**config.mk**
```make
export PLATFORM = sky130hd
export DESIGN_NAME = mcpid_state
export DESIGN_NICKNAME = d
export VERILOG_FILES = /design/src/design/mcpid_pkg.sv /design/src/design/mcpid_state.sv
export SDC_FILE = /design/constraint.sdc
export NUM_CORES = 1
export LEC_CHECK = 0
export ABC_AREA = 1
export BUFFER_PORTS_ARGS = -buffer_cell sky130_fd_sc_hd__buf_2
export CAP_MARGIN = 20
export CORE_ASPECT_RATIO = 1.4
export CORE_MARGIN = 2
export CORE_UTILIZATION = 60
export CTS_CLUSTER_DIAMETER = 60
export DETAILED_ROUTE_END_ITERATION = 8
export PLACE_DENSITY = 0.87
export SETUP_SLACK_MARGIN = 0.05
export SLEW_MARGIN = 20
export SYNTH_ARGS = -nofsm -noshare
export SYNTH_HDL_FRONTEND = slang
export SYNTH_SLANG_ARGS = --single-unit
```
**constraint.sdc**
```tcl
create_clock -name aclk -period 2.11 [get_ports aclk]
set_input_delay 0.1055 -clock aclk [delete_from_list [all_inputs] [get_ports aclk]]
set_output_delay 0.1055 -clock aclk [all_outputs]
set_load 0.01 [all_outputs]
```
**src/design/mcpid_pkg.sv**
```systemverilog
`timescale 1ns / 1ps
// mcpid_pkg: widths, register indexes, reset values and shared structs
// for the multi-channel pid motor drive; no dependencies
package mcpid_pkg;

    localparam int MOTOR_COUNT   = 4;
    localparam int MOTOR_W       = 2;
    localparam int HISTORY_DEPTH = 3;
    localparam int SLOT_W        = (HISTORY_DEPTH > 1) ? $clog2(HISTORY_DEPTH) : 1;

    localparam int ERR_W      = 16;
    localparam int GAIN_W     = 16;
    localparam int OFS_W      = 12;
    localparam int LIM_W      = 15;
    localparam int INT_W      = 32;
    localparam int DRV_W      = 16;
    localparam int CFG_IDX_W  = 3;
    localparam int CFG_DATA_W = 16;
    localparam int CORR_SHIFT = 8;

    localparam logic [CFG_IDX_W-1:0] CFG_GAIN_P      = 3'd0;
    localparam logic [CFG_IDX_W-1:0] CFG_GAIN_I      = 3'd1;
    localparam logic [CFG_IDX_W-1:0] CFG_GAIN_D      = 3'd2;
    localparam logic [CFG_IDX_W-1:0] CFG_DEADBAND    = 3'd3;
    localparam logic [CFG_IDX_W-1:0] CFG_DRIVE_LIMIT = 3'd4;

    localparam logic signed [GAIN_W-1:0] RST_GAIN_P      = 16'sd200;
    localparam logic signed [GAIN_W-1:0] RST_GAIN_I      = 16'sd10;
    localparam logic signed [GAIN_W-1:0] RST_GAIN_D      = 16'sd200;
    localparam logic        [OFS_W-1:0]  RST_DEADBAND    = 12'd100;
    localparam logic        [LIM_W-1:0]  RST_DRIVE_LIMIT = 15'd3000;

    typedef struct packed {
        logic signed [GAIN_W-1:0] gain_p;
        logic signed [GAIN_W-1:0] gain_i;
        logic signed [GAIN_W-1:0] gain_d;
        logic        [OFS_W-1:0]  deadband_offset;
        logic        [LIM_W-1:0]  drive_limit;
    } cfg_t;

    typedef struct packed {
        logic signed [INT_W-1:0] integral;
        logic signed [ERR_W-1:0] past_err;
        logic        [SLOT_W-1:0] slot;
        logic                    clamp;
    } chan_state_t;

    typedef struct packed {
        logic                    we;
        logic        [MOTOR_W-1:0] motor;
        logic signed [INT_W-1:0] integral;
        logic        [SLOT_W-1:0] slot;
        logic        [SLOT_W-1:0] next_slot;
        logic signed [ERR_W-1:0] err;
        logic                    clamp;
    } chan_update_t;

endpackage

```
**src/design/mcpid_state.sv**
```systemverilog
`timescale 1ns / 1ps
// mcpid_state: per-motor integral, error ring, ring slot and clamp flag
// depends on mcpid_pkg
module mcpid_state (
    input  logic                           aclk,
    input  logic                           aresetn,
    input  logic [mcpid_pkg::MOTOR_W-1:0]  rd_motor,
    output mcpid_pkg::chan_state_t         rd_state,
    input  mcpid_pkg::chan_update_t        upd
);

    logic signed [mcpid_pkg::INT_W-1:0] integral_reg [mcpid_pkg::MOTOR_COUNT];
    logic signed [mcpid_pkg::ERR_W-1:0]
        hist_reg [mcpid_pkg::MOTOR_COUNT][mcpid_pkg::HISTORY_DEPTH];
    logic [mcpid_pkg::SLOT_W-1:0] slot_reg  [mcpid_pkg::MOTOR_COUNT];
    logic                         clamp_reg [mcpid_pkg::MOTOR_COUNT];

    logic [mcpid_pkg::SLOT_W-1:0] rd_slot;

    always_comb begin
        rd_slot = slot_reg[rd_motor];
        if ({1'b0, rd_slot} >= (mcpid_pkg::SLOT_W + 1)'(mcpid_pkg::HISTORY_DEPTH)) begin
            rd_slot = '0;
        end
        rd_state.integral = integral_reg[rd_motor];
        rd_state.past_err = hist_reg[rd_motor][rd_slot];
        rd_state.slot     = rd_slot;
        rd_state.clamp    = clamp_reg[rd_motor];
    end

    always_ff @(posedge aclk) begin
        if (!aresetn) begin
            for (int m = 0; m < mcpid_pkg::MOTOR_COUNT; m++) begin
                integral_reg[m] <= '0;
                slot_reg[m]     <= '0;
                clamp_reg[m]    <= 1'b0;
                for (int h = 0; h < mcpid_pkg::HISTORY_DEPTH; h++) begin
                    hist_reg[m][h] <= '0;
                end
            end
        end else if (upd.we) begin
            integral_reg[upd.motor]         <= upd.integral;
            hist_reg[upd.motor][upd.slot]   <= upd.err;
            slot_reg[upd.motor]             <= upd.next_slot;
            clamp_reg[upd.motor]            <= upd.clamp;
        end
    end

endmodule

```
==> flow_summary.json <==
{
  "row_count": 68,
  "area_growth_syn_to_layout_pct": 17.2,
  "cts.sinks": 332,
  "skew_ns": 0,
  "synth_compound_area_share_pct": 5.78,
  "placedCellCount": 1891,
  "numCtsBuffers": 30,
  "postSynthCellCount": 1516,
  "largest_reg_flops": 192,
  "cts_tree": "done",
  "ys_seq_area_share_pct": 66.6,
  "io_buffers": 110,
  "synth_simple_gate_area_share_pct": 21.1,
  "multi_input_area_sq_mm": 0.00414,
  "final_nets": 1717,
  "fin_crit_sh_pct": 99.6,
  "clock_latency_ns": 0.57,
  "synth.largest_area_cell": "edfxtp_1",
  "timing_worst_setup_path_type": "reg -> out",
  "ys_ff_latch": 332,
  "route.detailed.drc": 0,
  "maxSlewHeadroom_pct": 57.8,
  "ios": 111,
  "grt_max_degree": 125,
  "initial_core_util_pct": 60.7,
  "final.fill_count": 1558,
  "stdcell_count": 1996,
  "finalSetupTns_ns": 0,
  "regArea_sq_mm": 0.00994,
  "fp.dieW_microns": 137,
  "clockBufferDepth": 3,
  "worstPathArrival_ns": 2.00,
  "hold_class": "in -> reg",
  "fin_crit_ns": 2.10,
  "path_clk_slew_ns": 0.07,
  "grt_util_all_layers_pct": 30.7,
  "cap_violations": 0,
  "ys_types": 21,
  "syn_nets": 1576,
  "cts-root-buf": "clkbuf_16",
  "synth_adder_area_share_pct": 0,
  "cp_max_fo": 6,
  "die_area_sq_mm": 0.0262,
  "diodes": 0,
  "grt_setup_unrepaired": "yes",
  "antenna_found_initial": 0,
  "fmax_ghz": 0.476,
  "htreeDepth": 1,
  "yosysTopAreaCellShare_pct": 66.2,
  "dpl.hpwl_microns": 24000,
  "routedWlPerCell_microns": 20.2,
  "vias_per_cell": 5.92,
  "grt_first_pass_wirelength_microns": 60800,
  "ys_top_cells_by_area": "edfxtp_1 (66%), nor2_1 (10%), nand2_1 (6.9%)",
  "worstMarginPinSlew_ns": 0.633,
  "cp-start-kind": "register",
  "final_common_cell": "nor2_1",
  "syn_area_sq_mm": 0.0149,
  "p_per_area_mw_per_mm2": 875,
  "hold_viol": 0,
  "grt_remaining_overflow": 0,
  "ys_warn_count": 0,
  "final_util_pct": 71.1,
  "holdWs_ns": 0.0613,
  "drt-total-wl_microns": 40400,
  "end_kind": "output pin",
  "grt_pass1_vias": 11757,
  "drive_above_1_share_pct": 14.6,
  "avgSynthCellArea_sq_um": 9.84,
  "detail-route-antenna-nets": 0,
  "setup_viol_count_final": 0,
  "final_cell_mix": "nor2_1 (411), edfxtp_1 (329), nand2_1 (262)",
  "required_ns": 2.00,
  "synthMuxAreaShare_pct": 0,
  "ir_drop_v": 0.000670,
  "p_leak_nw": 7.36,
  "outcome": "completed",
  "final_max_slew_viol_count": 0,
  "synth_xor_xnor_area_share_pct": 0,
  "drt-initial-drc-count": 1301,
  "fp.dieH_microns": 191,
  "synth_top_family_by_area": "simple AND/OR/NAND/NOR gates",
  "power.total_w": 0.0153,
  "core_area_sq_mm": 0.0246,
  "gp_congestion": 0.896,
  "num_vias": 11819,
  "drt_first_pass_iters": 6
}
## path summary, 6_finish.rpt
check,startpoint,endpoint,slack (ns),cells after the start
max,slot_reg[0][0],rd_state[13],0.007,9
min,upd[54],clamp_reg[0],0.06,4
max reg2reg,clamp_reg[2],clamp_reg[2],1.52,2
min reg2reg,clamp_reg[1],clamp_reg[1],0.49,2
## routing by layer
metal | wire length [microns] | vias up | global-route usage [%] | part of all wire, %
met5 | 0 | - | 0 | 0
met4 | 2260 | 0 | 18.2 | 5.6
met3 | 4330 | 174 | 5.24 | 11
met2 | 20800 | 866 | 52.9 | 52
met1 | 13000 | 5492 | 35.8 | 32
li1 | - | 5287 | - | -
## cell usage after synthesis (all sizes together)
library cell	instances
o21ai	111
nor2	412
inv	132
nand2	278
clkinv	2
o22ai	49
buf	50
nand3	96
dfxtp	3
clkbuf	51
edfxtp	329
nor3	3
## per-stage QoR
| stage | setup WS (ns) | instance area, sq um |
|---|---|---|
| after global placement | 0.416 | 15900 |
| after global routing | -0.0201 | 17500 |
| after floorplan | 0.302 | 14900 |
| final | 0.00747 | 17500 |
| after detailed placement | 0.391 | 15900 |
| after CTS | 0.0684 | 17400 |
## where the power goes
part | internal (W) | switching, W
sequential | 0.00767 | 0.000120
clock | 0.00341 | 0.00238
combinational | 0.000561 | 0.00117
## what timing repair did
item | CTS | global route
pin swaps | 2 | 15
gates resized for setup | 7 | 20
setup endpoints to repair | 16 | 17
hold endpoints to repair | 139 | 0
gates cloned | 1 | 2
hold buffers | 35 | 0
buffers inserted | 8 | 3
## cell type report
| cell class | instances | area share (%) |
|---|---|---|
| Sequential cell | 332 | 56.8 |
| Timing Repair Buffer | 207 | 8.43 |
| Clock buffer | 35 | 4.52 |
| Multi-Input combinational cell | 952 | 23.6 |
| Clock inverter | 21 | 1.44 |
| Inverter | 134 | 2.89 |
| Tap cell | 315 | 2.25 |
## logic make-up (layout without fill, tap and decap cells)
| family | Yosys count | count (layout) |
|---|---|---|
| AND/OR/NAND/NOR | 789 | 792 |
| flip-flops | 332 | 332 |
| buffers and inverters | 235 | 397 |
| AO/OA/AOI/OAI | 160 | 160 |
## worst max-delay path, stage by stage (launching register included)
cell	delay [ns]
edfxtp_1	0.43
nand2_2	0.11
nand2_2	0.08
nand2_4	0.10
nand2_8	0.12
nor2_8	0.15
buf_6	0.16
nand2_1	0.06
nand2_1	0.08
buf_2	0.13
Note: power is estimated with default switching activity, not from simulation.
